**src/rtl/tpfe_pkg.sv**
```systemverilog
`timescale 1ns / 1ps

package tpfe_pkg;

  // Frame geometry
  localparam int MaxFrameBytes = 65536;
  localparam int OffW          = $clog2(MaxFrameBytes);
  // header positions go up to 134, so compares need at least 8 bits
  localparam int CmpW          = (OffW > 9) ? OffW : 9;

  localparam logic [OffW-1:0] OffMax = OffW'(MaxFrameBytes - 1);

  // Byte positions inside the frame
  localparam int IpStart       = 14;
  localparam int IpProtoPos    = IpStart + 9;
  localparam int IpSrcFirstPos = IpStart + 12;
  localparam int IpSrcLastPos  = IpStart + 15;
  localparam int TcpPortsLast  = 3;   // relative to TCP header start
  localparam int TcpDataOffPos = 12;  // relative to TCP header start

  localparam logic [7:0] TcpProtocol  = 8'd6;
  localparam logic [3:0] MinHdrWords  = 4'd5;
  localparam logic [7:0] LowNibble    = 8'h0f;

  // Configuration port
  localparam int CfgIdxW  = 8;
  localparam int CfgDataW = 32;

  typedef enum logic [CfgIdxW-1:0] {
    CfgMatchAddress   = 8'd0,
    CfgAddressMatchOn = 8'd1,
    CfgMatchSrcPort   = 8'd2,
    CfgMatchDstPort   = 8'd3
  } cfg_idx_e;

  typedef struct packed {
    logic [31:0] match_address;
    logic        address_match_on;
    logic [15:0] match_source_port;
    logic [15:0] match_dest_port;
  } cfg_t;

  typedef struct packed {
    logic [7:0] frame_byte;
    logic       frame_end;
  } in_item_t;

  typedef struct packed {
    logic [7:0] payload_byte;
    logic       payload_end;
  } out_item_t;

endpackage

```
**src/rtl/tcp_payload_filter_extractor_core.sv**
```systemverilog
`timescale 1ns / 1ps

// TCP payload extractor. Takes an Ethernet frame one byte per item (frame_end
// on the last byte), assumes IPv4 at byte 14, and passes on every byte from
// the first TCP payload byte to the end of the frame (padding included) when
// the frame is TCP and matches the source address (if enabled), a nonzero
// source port or a nonzero destination port. The real IP header length and
// TCP data offset are used; a header length or data offset below 5 words,
// a non-TCP protocol or a frame that ends early yields nothing. Timing: one
// input register, one result register; an item is accepted every cycle
// unless in_stall_o is high, and its result, if any, goes from the input
// register to the result register. Stall upstream only rises while a payload
// byte is waiting behind a stalled result. Config writes are always ready and
// must only be issued with the block idle.

module tcp_payload_filter_extractor_core (
  input  logic                          clk_i,
  input  logic                          rst_ni,
  // frame bytes in
  input  logic                          in_valid_i,
  output logic                          in_stall_o,
  input  tpfe_pkg::in_item_t            in_data_i,
  // payload bytes out
  output logic                          out_valid_o,
  input  logic                          out_stall_i,
  output tpfe_pkg::out_item_t           out_data_o,
  // register writes
  input  logic                          cfg_valid_i,
  output logic                          cfg_ready_o,
  input  logic [tpfe_pkg::CfgIdxW-1:0]  cfg_index_i,
  input  logic [tpfe_pkg::CfgDataW-1:0] cfg_data_i
);
  import tpfe_pkg::*;

  cfg_t      cfg;
  in_item_t  in_q;
  logic      in_valid_q;
  out_item_t out_q;
  logic      out_valid_q;

  logic hit, out_free, step;

  tpfe_cfg_regs u_cfg (
    .clk_i       (clk_i),
    .rst_ni      (rst_ni),
    .cfg_valid_i (cfg_valid_i),
    .cfg_ready_o (cfg_ready_o),
    .cfg_index_i (cfg_index_i),
    .cfg_data_i  (cfg_data_i),
    .cfg_o       (cfg)
  );

  tpfe_parser u_parser (
    .clk_i  (clk_i),
    .rst_ni (rst_ni),
    .step_i (step),
    .item_i (in_q),
    .cfg_i  (cfg),
    .hit_o  (hit)
  );

  // result register can take a new item when empty or draining this cycle
  assign out_free = !out_valid_q || !out_stall_i;
  // held item moves on unless it is a payload byte with nowhere to go
  assign step       = in_valid_q && (!hit || out_free);
  assign in_stall_o = in_valid_q && !step;

  // input register
  always_ff @(posedge clk_i or negedge rst_ni) begin
    if (!rst_ni) begin
      in_valid_q <= 1'b0;
    end else if (!in_stall_o) begin
      in_valid_q <= in_valid_i;
    end
  end

  always_ff @(posedge clk_i) begin
    if (!in_stall_o && in_valid_i) begin
      in_q <= in_data_i;
    end
  end

  // result register
  always_ff @(posedge clk_i or negedge rst_ni) begin
    if (!rst_ni) begin
      out_valid_q <= 1'b0;
    end else if (out_free) begin
      out_valid_q <= step && hit;
    end
  end

  always_ff @(posedge clk_i) begin
    if (out_free && step && hit) begin
      out_q.payload_byte <= in_q.frame_byte;
      out_q.payload_end  <= in_q.frame_end;
    end
  end

  assign out_valid_o = out_valid_q;
  assign out_data_o  = out_q;

endmodule

```
**src/rtl/tpfe_cfg_regs.sv**
```systemverilog
`timescale 1ns / 1ps

module tpfe_cfg_regs (
  input  logic                         clk_i,
  input  logic                         rst_ni,
  input  logic                         cfg_valid_i,
  output logic                         cfg_ready_o,
  input  logic [tpfe_pkg::CfgIdxW-1:0] cfg_index_i,
  input  logic [tpfe_pkg::CfgDataW-1:0] cfg_data_i,
  output tpfe_pkg::cfg_t               cfg_o
);
  import tpfe_pkg::*;

  cfg_t cfg_q, cfg_d;

  assign cfg_ready_o = 1'b1;

  always_comb begin
    cfg_d = cfg_q;
    if (cfg_valid_i) begin
      unique case (cfg_idx_e'(cfg_index_i))
        CfgMatchAddress:   cfg_d.match_address     = cfg_data_i;
        CfgAddressMatchOn: cfg_d.address_match_on  = cfg_data_i[0];
        CfgMatchSrcPort:   cfg_d.match_source_port = cfg_data_i[15:0];
        CfgMatchDstPort:   cfg_d.match_dest_port   = cfg_data_i[15:0];
        default:           cfg_d = cfg_q;  // unknown index: ignored
      endcase
    end
  end

  always_ff @(posedge clk_i or negedge rst_ni) begin
    if (!rst_ni) begin
      cfg_q <= '0;
    end else begin
      cfg_q <= cfg_d;
    end
  end

  assign cfg_o = cfg_q;

endmodule

```
**src/rtl/tpfe_parser.sv**
```systemverilog
`timescale 1ns / 1ps

module tpfe_parser (
  input  logic               clk_i,
  input  logic               rst_ni,
  input  logic               step_i,   // item leaves the input register
  input  tpfe_pkg::in_item_t item_i,
  input  tpfe_pkg::cfg_t     cfg_i,
  output logic               hit_o     // item is a payload byte to pass on
);
  import tpfe_pkg::*;

  logic [OffW-1:0] off_q, off_d;
  logic [3:0]      ihl_q, ihl_d;
  logic [3:0]      thl_q, thl_d;
  logic            is_tcp_q, is_tcp_d;
  logic [31:0]     src_q, src_d;
  logic [31:0]     ports_q, ports_d;
  logic            drop_q, drop_d;

  logic [CmpW-1:0] off_x, tcp_start, payload_start;
  logic [31:0]     ports_sh;
  logic            sel;

  assign off_x         = CmpW'(off_q);
  assign tcp_start     = CmpW'(IpStart) + CmpW'({ihl_q, 2'b00});
  assign payload_start = tcp_start + CmpW'({thl_q, 2'b00});
  assign ports_sh      = {ports_q[23:0], item_i.frame_byte};

  // selection uses the ports including the byte now arriving
  assign sel = (cfg_i.address_match_on && (src_q == cfg_i.match_address))
            || ((cfg_i.match_source_port != '0)
                && (ports_sh[31:16] == cfg_i.match_source_port))
            || ((cfg_i.match_dest_port != '0)
                && (ports_sh[15:0] == cfg_i.match_dest_port));

  always_comb begin
    ihl_d    = ihl_q;
    thl_d    = thl_q;
    is_tcp_d = is_tcp_q;
    src_d    = src_q;
    ports_d  = ports_q;
    drop_d   = drop_q;
    off_d    = off_q;
    hit_o    = 1'b0;

    if (!drop_q) begin
      priority if (off_x == CmpW'(IpStart)) begin
        ihl_d = 4'(item_i.frame_byte & LowNibble);
        if (ihl_d < MinHdrWords) drop_d = 1'b1;
      end else if (off_x == CmpW'(IpProtoPos)) begin
        is_tcp_d = (item_i.frame_byte == TcpProtocol);
        if (!is_tcp_d) drop_d = 1'b1;
      end else if (off_x >= CmpW'(IpSrcFirstPos) && off_x <= CmpW'(IpSrcLastPos)) begin
        src_d = {src_q[23:0], item_i.frame_byte};
      end else if (off_x >= tcp_start && off_x <= tcp_start + CmpW'(TcpPortsLast)) begin
        ports_d = ports_sh;
        if (off_x == tcp_start + CmpW'(TcpPortsLast) && !sel) drop_d = 1'b1;
      end else if (off_x == tcp_start + CmpW'(TcpDataOffPos)) begin
        thl_d = item_i.frame_byte[7:4];
        if (thl_d < MinHdrWords) drop_d = 1'b1;
      end else if (off_x >= payload_start && is_tcp_q) begin
        hit_o = 1'b1;
      end else begin
        hit_o = 1'b0;
      end
    end

    if (item_i.frame_end) begin
      off_d    = '0;
      ihl_d    = MinHdrWords;
      thl_d    = MinHdrWords;
      is_tcp_d = 1'b0;
      src_d    = '0;
      ports_d  = '0;
      drop_d   = 1'b0;
    end else if (off_q != OffMax) begin
      off_d = off_q + 1'b1;
    end
  end

  always_ff @(posedge clk_i or negedge rst_ni) begin
    if (!rst_ni) begin
      off_q    <= '0;
      ihl_q    <= MinHdrWords;
      thl_q    <= MinHdrWords;
      is_tcp_q <= 1'b0;
      src_q    <= '0;
      ports_q  <= '0;
      drop_q   <= 1'b0;
    end else if (step_i) begin
      off_q    <= off_d;
      ihl_q    <= ihl_d;
      thl_q    <= thl_d;
      is_tcp_q <= is_tcp_d;
      src_q    <= src_d;
      ports_q  <= ports_d;
      drop_q   <= drop_d;
    end
  end

endmodule

```
**config.mk**
```make
export PLATFORM = sky130hd
export DESIGN_NAME = tcp_payload_filter_extractor_core
export DESIGN_NICKNAME = d
export VERILOG_FILES = /design/src/rtl/tpfe_pkg.sv /design/src/rtl/tcp_payload_filter_extractor_core.sv /design/src/rtl/tpfe_cfg_regs.sv /design/src/rtl/tpfe_parser.sv
export SDC_FILE = /design/constraint.sdc
export NUM_CORES = 1
export LEC_CHECK = 0
export BUFFER_PORTS_ARGS = -buffer_cell sky130_fd_sc_hd__buf_4
export CORE_MARGIN = 1
export CORE_UTILIZATION = 40
export DETAILED_ROUTE_END_ITERATION = 8
export GPL_TIMING_DRIVEN = 0
export SKIP_LAST_GASP = 1
export SYNTH_ARGS = -nofsm -noshare
export SYNTH_HDL_FRONTEND = slang
export SYNTH_SLANG_ARGS = --single-unit
```
**constraint.sdc**
```tcl
create_clock -name clk_i -period 6.4 [get_ports clk_i]
set_clock_uncertainty 0.15 [all_clocks]
set_input_delay 0.64 -clock clk_i [delete_from_list [all_inputs] [get_ports clk_i]]
set_output_delay 0.64 -clock clk_i [all_outputs]
set_load 0.1 [all_outputs]
```
# Yosys cells after proc, flatten, opt, wreduce, memory -nomap -nowiden
# Cells that the tools add are included.
op_classes:
  add_sub_neg: 5
  magnitude_cmp: 7
  n_eq_ne: 17
  mux: 45
  n_reduce_logical: 42
op_table:
  columns: ["op", "n"]
  rows:
  - ["32-bit two-way mux", 5]
  - ["24-bit two-way mux", 6]
  - ["16-bit == test", 4]
  - ["4-bit two-way mux", 10]
  - ["32-bit == test", 1]
  - ["16-bit greater-or-equal comparator", 2]
  - ["16-bit two-way mux", 2]
  - ["16-bit nonzero test", 2]
  - ["1-bit two-way mux", 22]
  - ["16-bit by 1-bit adder with 16-bit output, second input constant", 1]
  - ["16-bit by 2-bit adder with 16-bit output, second input constant", 1]
  - ["16-bit by 4-bit adder with 16-bit output, second input constant", 1]
  - ["16-bit by 6-bit adder with 16-bit output", 1]
  - ["16-bit by 4-bit == test with 1-bit output, second input constant", 1]
  - ["16-bit by 5-bit == test with 1-bit output, second input constant", 1]
  - ["8-bit by 2-bit == test with 1-bit output, second input constant", 2]
  - ["16-bit by 5-bit greater-or-equal comparator with 1-bit output, second input constant", 1]
  - ["16-bit less-or-equal comparator", 1]
  - ["16-bit by 5-bit less-or-equal comparator with 1-bit output, second input constant", 1]
  - ["16-bit inequality test, second input constant", 1]
  - ["1-bit logical AND", 13]
  - ["2-bit nonzero test", 6]
  - ["2-bit inequality test, second input constant", 5]
  - ["2-bit AND reduction", 5]
  - ["other kinds (12)", 21]
word_totals:
  reg_bits: 167
  inputBits: 54
  out_inout_bits: 12
  elab_cells: 133

# Depth between registers and ports, before layout
# Gate-level depths: netlist of run 1.
depth:
  ltp_word: 18
  depth_mapped: 20

# By module
# From an unflattened synthesis of run 1, not the netlist that was laid out.
unflattened:
  cells_unflattened: 727
  hier_area_um2: 8598.2
by_module_without_submodules:
  columns: ["mod", "instances", "cells_each", "area_per_inst_um2", "seq_area_each_um2"]
  rows:
  - ["tpfe_parser", 1, 553, 5436.5, 2057.0]
  - ["tpfe_cfg_regs", 1, 144, 2516.2, 1626.6]
  - ["tcp_payload_filter_extractor_core", 1, 30, 645.6, 590.6]

# Worst setup path before layout of run 1
# No wires, ideal clock.
synth_path:
  path_kind: "register to register"
  startpoint: "register u_parser.ihl_q[0]"
  endpoint: "register in_q[0] (netlist name), enable pin"
  arrival_ps: 6411
  required_time_ps: 5738
  slack_ps: -673
  path_stages_with_launch: 17
  path_buffers: 1
  period_less_slack_ps: 7073
  path_cell_list: "dfstp_2 buf_6 inv_1 ha_1 xor2_2 inv_1 ha_1 a21o_1 a21oi_1 xnor2_1 ha_1 a21o_1 a21o_1 a211o_1 o211ai_4 nor4_1 nor2b_1"
synth_between:
  elab_chain_len: 18
synth_rtl:
  columns: ["item", "line_no", "text"]
  rows:
  - ["start: declaration", "tpfe_parser.sv:14", "logic [3:0] ihl_q, ihl_d;"]
  - ["start signal: assignment", "tpfe_parser.sv:85", "ihl_q <= MinHdrWords;"]
  - ["start signal: assignment", "tpfe_parser.sv:93", "ihl_q <= ihl_d;"]
  - ["4-bit by 6-bit adder with 7-bit output *", "tpfe_parser.sv:26", "assign tcp_start = CmpW'(IpStart) + CmpW'({ihl_q, 2'b00});"]
  - ["16-bit by 6-bit adder with 16-bit output", "tpfe_parser.sv:27", "assign payload_start = tcp_start + CmpW'({thl_q, 2'b00});"]
  - ["16-bit greater-or-equal comparator", "tpfe_parser.sv:62", "end else if (off_x >= payload_start && is_tcp_q) begin"]
  - ["1-bit logical AND", "tpfe_parser.sv:62", null]
  - ["1-bit two-way mux", "tpfe_parser.sv:62", null]
  - ["1-bit two-way mux", "tpfe_parser.sv:59", "end else if (off_x == tcp_start + CmpW'(TcpDataOffPos)) begin"]
  - ["1-bit two-way mux *", "tpfe_parser.sv:56", "end else if (off_x >= tcp_start && off_x <= tcp_start + CmpW'(TcpPortsLast)) begin"]
  - ["1-bit two-way mux *", "tpfe_parser.sv:54", "end else if (off_x >= CmpW'(IpSrcFirstPos) && off_x <= CmpW'(IpSrcLastPos)) begin"]
  - ["[... 3 more ...]", null, null]
  - ["1-bit logical NOT *", "tcp_payload_filter_extractor_core.sv:65", "assign step = in_valid_q && (!hit || out_free);"]
  - ["1-bit logical OR *", "tcp_payload_filter_extractor_core.sv:65", null]
  - ["1-bit logical AND *", "tcp_payload_filter_extractor_core.sv:65", null]
  - ["1-bit logical NOT *", "tcp_payload_filter_extractor_core.sv:66", "assign in_stall_o = in_valid_q && !step;"]
  - ["1-bit logical AND *", "tcp_payload_filter_extractor_core.sv:66", null]
  - ["net in_stall_o", "tcp_payload_filter_extractor_core.sv:21", "output logic in_stall_o,"]
  - ["1-bit logical NOT *", "tcp_payload_filter_extractor_core.sv:78", "if (!in_stall_o && in_valid_i) begin"]
  - ["1-bit logical AND *", "tcp_payload_filter_extractor_core.sv:78", null]
  - ["end signal: assignment", "tcp_payload_filter_extractor_core.sv:79", "in_q <= in_data_i;"]
  - ["end: declaration", "tcp_payload_filter_extractor_core.sv:36", "in_item_t in_q;"]
# Mark *: on every way through the listed nets, which the timed path passes. The rest lies on a longest branch.
# A chain may end at the register's enable or synchronous reset.

# Final worst setup path of run 1
layout_path:
  startpoint: "register u_parser.ihl_q[0]"
  endpoint: "register out_q, in the netlist out_data_o[8], enable pin"
layout_between:
  elab_chain_len: 16
layout_rtl:
  columns: ["item", "line_no", "text"]
  rows:
  - ["4-bit by 6-bit adder with 7-bit output *", "tpfe_parser.sv:26", null]
  - ["16-bit by 6-bit adder with 16-bit output", "tpfe_parser.sv:27", null]
  - ["16-bit greater-or-equal comparator", "tpfe_parser.sv:62", null]
  - ["1-bit logical AND", "tpfe_parser.sv:62", null]
  - ["1-bit two-way mux", "tpfe_parser.sv:62", null]
  - ["1-bit two-way mux", "tpfe_parser.sv:59", null]
  - ["1-bit two-way mux *", "tpfe_parser.sv:56", null]
  - ["1-bit two-way mux *", "tpfe_parser.sv:54", null]
  - ["1-bit two-way mux *", "tpfe_parser.sv:51", "end else if (off_x == CmpW'(IpProtoPos)) begin"]
  - ["1-bit two-way mux *", "tpfe_parser.sv:48", "priority if (off_x == CmpW'(IpStart)) begin"]
  - ["1-bit two-way mux *", "tpfe_parser.sv:47", "if (!drop_q) begin"]
  - ["1-bit logical NOT", "tcp_payload_filter_extractor_core.sv:65", null]
  - ["1-bit logical OR", "tcp_payload_filter_extractor_core.sv:65", null]
  - ["1-bit logical AND", "tcp_payload_filter_extractor_core.sv:65", null]
  - ["1-bit logical AND", "tcp_payload_filter_extractor_core.sv:93", "if (out_free && step && hit) begin"]
  - ["1-bit logical AND *", "tcp_payload_filter_extractor_core.sv:93", null]
  - ["end: declaration", "tcp_payload_filter_extractor_core.sv:38", "out_item_t out_q;"]
# Every way passes the cells marked *; elsewhere a longest branch is shown, timed or not.

==> results.sh, run 1 <==
export IMPL_grt_pass1_vias=6205
export IMPL_grt_pass1_wl_um=35100
export IMPL_power_density_nw_per_um2=248
export IMPL_status="complete, no violations"
export IMPL_finalCritPeriodShare_pct=85.7
export IMPL_cts_resized=0
export IMPL_slowest_delay_ps=940
export IMPL_viasPerCell=5.50
export IMPL_place_hpwl_um=16200
export IMPL_avgSynthCellArea_um2=11.5
export IMPL_die_h_um=151
export IMPL_drc=0
export IMPL_synth_ff_type="dfrtp_1"
export IMPL_cpMostUsedCell="buf_6"
export IMPL_clock_latency_ps=420
export IMPL_cts_inserted_buffers=17
export IMPL_dp_cells=1121
export IMPL_rows=54
export IMPL_fmaxAchievable_mhz=182
export IMPL_maxCapViolCount=0
export IMPL_cts_buffer_depth=2
export IMPL_synth_cell_types=71
export IMPL_die_w_um=151
export IMPL_cts_tree="yes"
export IMPL_crit_fanout=10
export IMPL_dieArea_um2=22900
export IMPL_ios=66
export IMPL_finalWeightedCongestion=0.839
export IMPL_synth_fa_ha_area_share_pct=4.01
export IMPL_track_usage_pct=20.6
export IMPL_fin_total_pwr_mw=2.57
export IMPL_yosys_mux_area_fraction_pct=12.1
export IMPL_first_pass_iters=4
export IMPL_fin_area_um2=10400
export IMPL_h_tree_depth=4
export IMPL_path_cells="buf_6 > inv_1 > ha_1 > xor2_2 > inv_1 > ha_1 > a21o_1 > a21oi_1 > xnor2_1 > ha_1 > a21o_1 > a21o_1 > a211o_1 > o211ai_4 > o31ai_4 > buf_6 > buf_6 > buf_6 > nor3_1"
export IMPL_core_um2=21800
export IMPL_grt_overflow=0
export IMPL_synth_top_family_by_area="compound AO/OA/AOI/OAI gates"
export IMPL_initial_core_util_pct=40.8
export IMPL_yosysSeqAreaShare_pct=47.9
export IMPL_syn_inst=775
export IMPL_grt_max_degree=78
export IMPL_synth_compound_area_share_pct=12.7
export IMPL_ant_nets=0
export IMPL_critPathKind="flip-flop to flip-flop"
export IMPL_synthSimpleGateAreaFrac_pct=12.1
export IMPL_antenna_found_initial=0
export IMPL_tightest_slew_ps=1240
export IMPL_finalMaxSlewViolations=0
export IMPL_rsz0062_at_grt="no"
export IMPL_finalHoldViolCount=0
export IMPL_clock_sinks=167
export IMPL_holdWs_ps=81.3
export IMPL_synth_xor_xnor_area_share_pct=7.55
export IMPL_portBuffers=64
export IMPL_yosys_register_bits=167
export IMPL_hold_path_class="primary input to asynchronous set/reset pin"
export IMPL_slew_headroom_pct=16.8
export IMPL_p_leak_nw=5.08
export IMPL_syn2layout_area_growth_pct=16.2
export IMPL_ctsHoldBuffers=0
export IMPL_yosysWarnings=0
export IMPL_placed_area_um2=9790
export IMPL_wl_per_cell_um=19.0
export IMPL_setup_viol=0
export IMPL_drive_above_1_share_pct=24.1
export IMPL_clk_pin_slew_ps=60
export IMPL_nets=942
export IMPL_root_buffer="clkbuf_16"
export IMPL_vias=6345
export IMPL_postSynth_asyncResetShare_pct=89.2
export IMPL_diodes=0
export IMPL_synth_edff_count=18
export IMPL_startpoint_type="flip-flop"
export IMPL_drt_iter0_markers=436
export IMPL_wl_um=21900
export IMPL_post_cts_buffers=0
export IMPL_cp_slowest_cell="nor3_1"
export IMPL_arrival_ps=5370
export IMPL_vdd_ir_drop_max_mv=0.178
export IMPL_crit_path_end_kind="flip-flop"
export IMPL_setup_tns_ps=0
export IMPL_cp_required_ps=6290
export IMPL_fin_cells=1153
export IMPL_fin_crit_ps=5480
export IMPL_syn_area_um2=8910
worst paths after layout:
check	start	endpoint	slack, ps	depth (start not counted)
hold reg to reg	u_cfg.cfg_o[49]	u_cfg.cfg_o[49]	380	1
hold / removal	rst_ni	u_cfg.cfg_o[17]	80	1
max in group asynchronous	rst_ni	u_parser.ihl_q[0]	5140	2
setup / recovery	u_parser.ihl_q[0]	out_data_o[8]	920	19
setup reg to reg	u_parser.ihl_q[0]	out_data_o[8]	920	19
min in group clk_i	in_data_i[7]	in_q[7]	240	1
per-layer routing:
| metal | part of all wire, % | GRT usage, % |
|---|---|---|
| met1 | 49 | 29.4 |
| met2 | 46 | 32.1 |
| met3 | 3.9 | 4.10 |
| met4 | 0.80 | 4.25 |
| met5 | 0 | 0 |
flip-flops by register name (all words and copies together) (netlist names):
signal,count
u_parser.drop_q,1
u_parser.ihl_q,4
u_parser.ports_q,24
u_parser.off_q,16
in_valid_q,1
u_cfg.cfg_o,65
out_data_o,9
u_parser.thl_q,4
u_parser.src_q,32
in_q,9
u_parser.is_tcp_q,1
out_valid_o,1
cell usage in the layout (no fill, tap or decap), types with 5 or more instances in the layout:
cell / n
xnor2_1: 22
or4_1: 5
o31ai_1: 11
mux2_2: 67
nand3b_1: 5
a21oi_1: 14
mux2i_1: 32
buf_6: 11
nand3_1: 10
a21o_1: 9
o21bai_1: 5
nor2_1: 19
ha_1: 27
nand4_1: 11
o21ai_0: 49
nand2_1: 52
nor3_1: 15
nor2b_1: 8
and3_1: 5
dfrtp_1: 145
buf_4: 66
a22o_1: 32
xor2_1: 53
buf_2: 12
nor4_1: 25
clkbuf_16: 17
inv_1: 20
edfxtp_1: 18
clkbuf_1: 16
critical path, delay by kind of cell, from the launching register on:
kind | cells | cell delay [ps]
compound gates | 7 | 1270
simple gates | 1 | 940
xor+xnor | 2 | 440
buf+inv | 6 | 840
fa+ha+maj | 3 | 890
flops | 1 | 560
per-stage QoR:
stage	utilization [%]	setup WS, ps
6_report	47.5	916
3_5_place_dp	44.8	902
2_1_floorplan	-	856
5_1_grt	47.5	590
4_1_cts	47.5	890
3_3_place_gp	44.7	956
layout make-up:
cell class	count	area (µm²)
clock buffer	21	450
timing repair buffer	65	512
buffer	39	248
multi-input combinational	550	4330
tap	280	350
sequential	167	4270
fill	2038	11500
clock inverter	11	123
inverter	20	75.1
kinds of logic after synthesis:
family | count (synthesis)
AOI/OAI and AO/OA | 157
adders and majority gates | 28
muxes | 99
DFF | 167
and+or+nand+nor | 188
xor gates and xnor gates | 76
buffers and inverters | 59
other | 1
Yosys cell counts (4+ instances only):
library cell | instances | share of area, %
nor4_1 | 26 | 1.8
o21bai_1 | 5 | 0.42
clkbuf_1 | 13 | 0.55
nand3b_1 | 5 | 0.42
xnor2_1 | 22 | 2.2
or4_1 | 5 | 0.42
mux2_2 | 67 | 8.5
a22o_1 | 32 | 3.1
nor2_1 | 19 | 0.80
nand2_1 | 52 | 2.2
a211oi_1 | 4 | 0.34
dfrtp_1 | 145 | 41
xor2_1 | 53 | 5.2
or2_2 | 4 | 0.28
nand4_1 | 11 | 0.77
a21o_1 | 9 | 0.76
nor2b_1 | 8 | 0.56
buf_6 | 10 | 1.3
edfxtp_1 | 18 | 6.1
mux2i_1 | 32 | 3.6
dfstp_2 | 4 | 1.2
o31ai_1 | 11 | 0.93
ha_1 | 27 | 3.8
and3_1 | 5 | 0.35
inv_1 | 20 | 0.84
and2_1 | 4 | 0.28
a21oi_1 | 14 | 0.79
buf_2 | 12 | 0.67
o21ai_0 | 49 | 2.8
nand3_1 | 10 | 0.56
nor3_1 | 15 | 0.84
where the power goes:
part / leakage [nW] / internal [mW] / switching [mW]
Combinational: 2.62 / 0.150 / 0.161
Clock: 0.273 / 0.586 / 0.424
Sequential: 2.19 / 1.15 / 0.101
(Power assumes the default switching activity.)
==> run 2: changes to the inputs <==
--- a/config.mk
+++ b/config.mk
@@ -6,10 +6,13 @@
 export NUM_CORES = 1
 export LEC_CHECK = 0
 export BUFFER_PORTS_ARGS = -buffer_cell sky130_fd_sc_hd__buf_4
+export CELL_PAD_IN_SITES_DETAIL_PLACEMENT = 0
+export CELL_PAD_IN_SITES_GLOBAL_PLACEMENT = 1
 export CORE_MARGIN = 1
 export CORE_UTILIZATION = 40
 export DETAILED_ROUTE_END_ITERATION = 8
 export GPL_TIMING_DRIVEN = 0
+export PLACE_DENSITY_LB_ADDON = 0.1
 export SKIP_LAST_GASP = 1
 export SYNTH_ARGS = -nofsm -noshare
 export SYNTH_HDL_FRONTEND = slang
==> results.sh, run 2 (synthesis gave the netlist of run 1 again) <==
export IMPL_drc=0
export IMPL_core_um2=21800
export IMPL_grt_max_degree=88
export IMPL_clockPowerShare_pct=40.5
export IMPL_final_common_cell="dfrtp_1"
export IMPL_cpMostUsedCell="buf_6"
export IMPL_cp_required_ps=6290
export IMPL_cts_tree="yes"
export IMPL_power_switching_mw=0.726
export IMPL_place_hpwl_um=17100
export IMPL_initial_core_util_pct=40.8
export IMPL_dieArea_um2=22900
export IMPL_r2r_slack_ps=930
export IMPL_root_buffer="clkbuf_16"
export IMPL_vdd_ir_drop_max_mv=0.153
export IMPL_drt_iter0_markers=362
export IMPL_syn2layout_area_growth_pct=16.5
export IMPL_hold_path_class="primary input to asynchronous set/reset pin"
export IMPL_finalCritPeriodShare_pct=85.4
export IMPL_finalWeightedCongestion=0.856
export IMPL_ctsHoldBuffers=0
export IMPL_critPathKind="flip-flop to flip-flop"
export IMPL_vias=6433
export IMPL_maxCapViolCount=0
export IMPL_setup_viol=0
export IMPL_ios=66
export IMPL_die_w_um=151
export IMPL_viasPerCell=5.58
export IMPL_layout_common_cells="dfrtp_1, mux2_2, buf_4"
export IMPL_fin_crit_ps=5470
export IMPL_clock_latency_ps=430
export IMPL_slowest_delay_ps=950
export IMPL_grt_pass1_vias=6380
export IMPL_largest_reg_flops=65
export IMPL_portBuffers=64
export IMPL_cp_slowest_cell="nor3_1"
export IMPL_power_internal_mw=1.91
export IMPL_track_usage_pct=21.2
export IMPL_path_buf_inv=6
export IMPL_path_cells="buf_6 > inv_1 > ha_1 > xor2_2 > inv_1 > ha_1 > a21o_1 > a21oi_1 > xnor2_1 > ha_1 > a21o_1 > a21o_1 > a211o_1 > o211ai_4 > o31ai_4 > buf_6 > buf_6 > buf_6 > nor3_1"
export IMPL_dp_cells=1121
export IMPL_drive_above_1_share_pct=24.4
export IMPL_rsz0062_at_grt="no"
export IMPL_startpoint_type="flip-flop"
export IMPL_reg2regPathDepth=19
export IMPL_nets=942
export IMPL_clock_sinks=167
export IMPL_slew_headroom_pct=16.3
export IMPL_grt_pass1_wl_um=36100
export IMPL_wl_per_cell_um=19.9
export IMPL_first_pass_iters=5
export IMPL_rows=54
export IMPL_p_sw_share_pct=27.6
export IMPL_reg2reg_from="u_parser.ihl_q[0]"
export IMPL_power_density_nw_per_um2=254
export IMPL_seq_power_share_pct=47.5
export IMPL_fmaxAchievable_mhz=183
export IMPL_wl_um=23000
export IMPL_grt_overflow=0
export IMPL_die_h_um=151
export IMPL_fin_cells=1152
export IMPL_clk_pin_slew_ps=70
export IMPL_cts_inserted_buffers=17
export IMPL_h_tree_depth=4
export IMPL_finalHoldViolCount=0
export IMPL_crit_path_end_kind="flip-flop"
export IMPL_arrival_ps=5350
export IMPL_ant_nets=0
export IMPL_regToRegEndpoint="out_data_o[1]"
export IMPL_setup_tns_ps=0
export IMPL_crit_fanout=10
export IMPL_critPathTopFamily="compound AO/OA/AOI/OAI gates"
export IMPL_finalMaxSlewViolations=0
export IMPL_status="complete, no violations"
export IMPL_p_leak_nw=5.11
export IMPL_tightest_slew_ps=1250
export IMPL_pwr_share_comb_pct=12.0
export IMPL_antenna_found_initial=0
export IMPL_post_cts_buffers=0
export IMPL_cts_resized=0
export IMPL_diodes=0
export IMPL_cts_buffer_depth=2
## run 2: cell count changes in the layout (fill, tap and decap cells not counted)
cell / change
clkbuf_1: -2
clkbuf_16: +1
clkbuf_8: -1
clkinv_1: -2
clkinv_4: -2
clkinvlp_4: -2
inv_6: +6
inv_8: +1
## run 2: routing by layer
metal,track usage [%],share of wire (%),vias up
met1,28.7,47,3281
met3,3.25,2.6,26
met4,6.45,1.6,0
met2,34.6,49,119
met5,0,0,-
li1,-,-,3007
## run 2: layout make-up
class                   instances  area (µm²)
clock buffers                  19         454
multi-input cells             550        4330
inverters                      20        75.1
clock inverters                12         146
flip-flops and latches        167        4270
fillers                      1983       11400
well taps                     280         350
plain buffers                  39         248
repair buffers                 65         512
## run 2: per-stage QoR
stage	total power [mW]	util, %	setup slack, ps	instance area [µm²]	hold WS, ps
3_5_place_dp	1.59	44.8	889	9790	339
5_1_grt	2.75	47.6	683	10400	73.4
4_1_cts	2.66	47.6	870	10400	75.3
6_report	2.64	47.6	935	10400	36.7
2_1_floorplan	1.44	-	856	8920	194
3_3_place_gp	1.58	44.7	989	9760	343
## run 2: worst max-delay path by stage
stage                          to               from  cells past startpoint
floorplan                 in_q[0]  u_parser.ihl_q[0]                     16
global placement    out_data_o[6]  u_parser.ihl_q[0]                     19
detailed placement  out_data_o[6]  u_parser.ihl_q[0]                     19
CTS                 out_data_o[1]  u_parser.ihl_q[0]                     19
global route        out_data_o[0]  u_parser.ihl_q[0]                     19
finish              out_data_o[1]  u_parser.ihl_q[0]                     19
## run 2: power by group through the flow
| stage | clock, mW | sequential, mW | combinational (mW) |
|---|---|---|---|
| 6_report | 1.07 | 1.25 | 0.316 |
| 2_1_floorplan | 0 | 1.23 | 0.211 |
| 4_1_cts | 1.09 | 1.25 | 0.320 |
| 5_1_grt | 1.13 | 1.26 | 0.357 |
| 3_5_place_dp | 0 | 1.27 | 0.319 |
| 3_3_place_gp | 0 | 1.27 | 0.310 |
==> run 3: changes to the inputs <==
--- a/config.mk
+++ b/config.mk
@@ -9,7 +9,7 @@
 export CELL_PAD_IN_SITES_DETAIL_PLACEMENT = 0
 export CELL_PAD_IN_SITES_GLOBAL_PLACEMENT = 1
 export CORE_MARGIN = 1
-export CORE_UTILIZATION = 40
+export CORE_UTILIZATION = 39
 export DETAILED_ROUTE_END_ITERATION = 8
 export GPL_TIMING_DRIVEN = 0
 export PLACE_DENSITY_LB_ADDON = 0.1
==> results.sh, run 3 (synthesis gave the netlist of run 1 again) <==
export IMPL_holdWs_ps=47.3
export IMPL_wl_met3_um=1040
export IMPL_cpMostUsedCell="buf_6"
export IMPL_ctsHoldBuffers=0
export IMPL_arrival_ps=5390
export IMPL_largest_reg_flops=65
export IMPL_cts_buffer_depth=2
export IMPL_die_w_um=153
export IMPL_final_common_cell="dfrtp_1"
export IMPL_cp_slowest_cell="nor3_1"
export IMPL_layout_common_cells="dfrtp_1, mux2_2, buf_4"
export IMPL_maxCapViolCount=0
export IMPL_grt_pass1_vias=6687
export IMPL_core_um2=22100
export IMPL_root_buffer="clkbuf_16"
export IMPL_path_cells="buf_6 > inv_1 > ha_1 > xor2_2 > inv_1 > ha_1 > a21o_1 > a21oi_1 > xnor2_1 > ha_1 > a21o_1 > a21o_1 > a211o_1 > o211ai_4 > o31ai_4 > buf_6 > buf_6 > buf_6 > nor3_1"
export IMPL_top_layer_used="met5"
export IMPL_initial_core_util_pct=40.3
export IMPL_vias=6495
export IMPL_dieArea_um2=23500
export IMPL_clock_latency_ps=430
export IMPL_clk_pin_slew_ps=70
export IMPL_drc=0
export IMPL_clock_sinks=167
export IMPL_track_usage_pct=21.0
export IMPL_nets=942
export IMPL_diodes=0
export IMPL_slowest_delay_ps=950
export IMPL_grt_overflow=0
export IMPL_fin_crit_ps=5500
export IMPL_startpoint_type="flip-flop"
export IMPL_syn2layout_area_growth_pct=16.2
export IMPL_wl_per_cell_um=20.4
export IMPL_utilization_pct=46.9
export IMPL_cts_tree="yes"
export IMPL_p_leak_nw=5.09
export IMPL_setup_viol=0
export IMPL_setup_tns_ps=0
export IMPL_wl_met2_um=11400
export IMPL_hold_path_class="primary input to asynchronous set/reset pin"
export IMPL_first_pass_iters=4
export IMPL_wl_um=23500
export IMPL_crit_path_end_kind="flip-flop"
export IMPL_viasPerCell=5.63
export IMPL_h_tree_depth=4
export IMPL_slew_headroom_pct=16.1
export IMPL_ant_nets=0
export IMPL_power_density_nw_per_um2=250
export IMPL_cts_inserted_buffers=17
export IMPL_status="complete, no violations"
export IMPL_crit_fanout=10
export IMPL_post_cts_buffers=0
export IMPL_finalMaxSlewViolations=0
export IMPL_fin_total_pwr_mw=2.59
export IMPL_fmaxAchievable_mhz=182
export IMPL_grt_max_degree=80
export IMPL_ios=66
export IMPL_finalCritPeriodShare_pct=85.9
export IMPL_portBuffers=64
export IMPL_vdd_ir_drop_max_mv=0.186
export IMPL_die_h_um=153
export IMPL_drive_above_1_share_pct=24.5
export IMPL_cp_required_ps=6290
export IMPL_drt_iter0_markers=390
export IMPL_finalWeightedCongestion=0.923
export IMPL_rows=54
export IMPL_cts_resized=0
export IMPL_grt_pass1_wl_um=37400
export IMPL_fill_cells=2014
export IMPL_wl_met1_um=10500
export IMPL_place_hpwl_um=17300
export IMPL_rsz0062_at_grt="no"
export IMPL_finalHoldViolCount=0
export IMPL_antenna_found_initial=1
export IMPL_critPathKind="flip-flop to flip-flop"
export IMPL_tightest_slew_ps=1250
-- run 3: cell count changes in the layout (fill, tap and decap cells not counted) --
cell	delta
inv_6	-4
clkinv_4	+2
clkinvlp_4	+2
inv_8	+2
bufinv_16	-1
clkbuf_16	-1
clkinv_2	+1
-- run 3: final timing paths --
| kind | startpoint | to | slack, ps | cells past startpoint |
|---|---|---|---|---|
| min reg2reg | in_q[0] | out_data_o[0] | 370 | 0 |
| min | rst_ni | u_parser.ports_q[16] | 50 | 1 |
| max in group asynchronous | rst_ni | u_parser.thl_q[0] | 5170 | 2 |
| min in group clk_i | in_data_i[8] | in_q[8] | 230 | 1 |
| max | u_parser.ihl_q[0] | out_data_o[0] | 900 | 19 |
| max reg2reg | u_parser.ihl_q[0] | out_data_o[0] | 900 | 19 |
-- run 3: per-stage QoR --
step | setup slack (ps) | area (µm²) | instances
2_1_floorplan | 856 | 8920 | 776
3_3_place_gp | 1020 | 9760 | 1120
3_5_place_dp | 899 | 9790 | 1121
4_1_cts | 874 | 10400 | 1153
5_1_grt | 618 | 10400 | 1153
6_report | 905 | 10400 | 1153
-- run 3: routing by layer --
layer	track usage, %	vias up
met1	27.1	3277
met4	6.64	2
met2	34.9	155
met5	0	-
li1	-	3015
met3	4.56	46
-- run 3: where the power goes --
group          internal (mW)  switching [mW]  total (mW)
Combinational          0.150           0.167       0.317
Clock                  0.549           0.471        1.02
Sequential              1.15           0.102        1.25
Total                   1.85           0.740        2.59
-- run 3: critical path, delay by kind of cell, from the launching register on --
kind / cells / cell delay [ps]
flip-flops: 1 / 570
buffers and inverters: 6 / 810
XOR/XNOR: 2 / 430
AO/OA/AOI/OAI: 7 / 1280
AND/OR/NAND/NOR: 1 / 950
adder cells (fa/ha/maj): 3 / 910
-- run 3: cell type report --
| cell class | instances | area (µm²) | share of cell area (%) |
|---|---|---|---|
| buffer | 39 | 248 | 2.39 |
| tap | 280 | 350 | 3.38 |
| clock inverter | 14 | 141 | 1.37 |
| clock buffer | 18 | 429 | 4.14 |
| sequential | 167 | 4270 | 41.3 |
| timing repair buffer | 65 | 512 | 4.94 |
| multi-input combinational | 550 | 4330 | 41.8 |
| inverter | 20 | 75.1 | 0.725 |
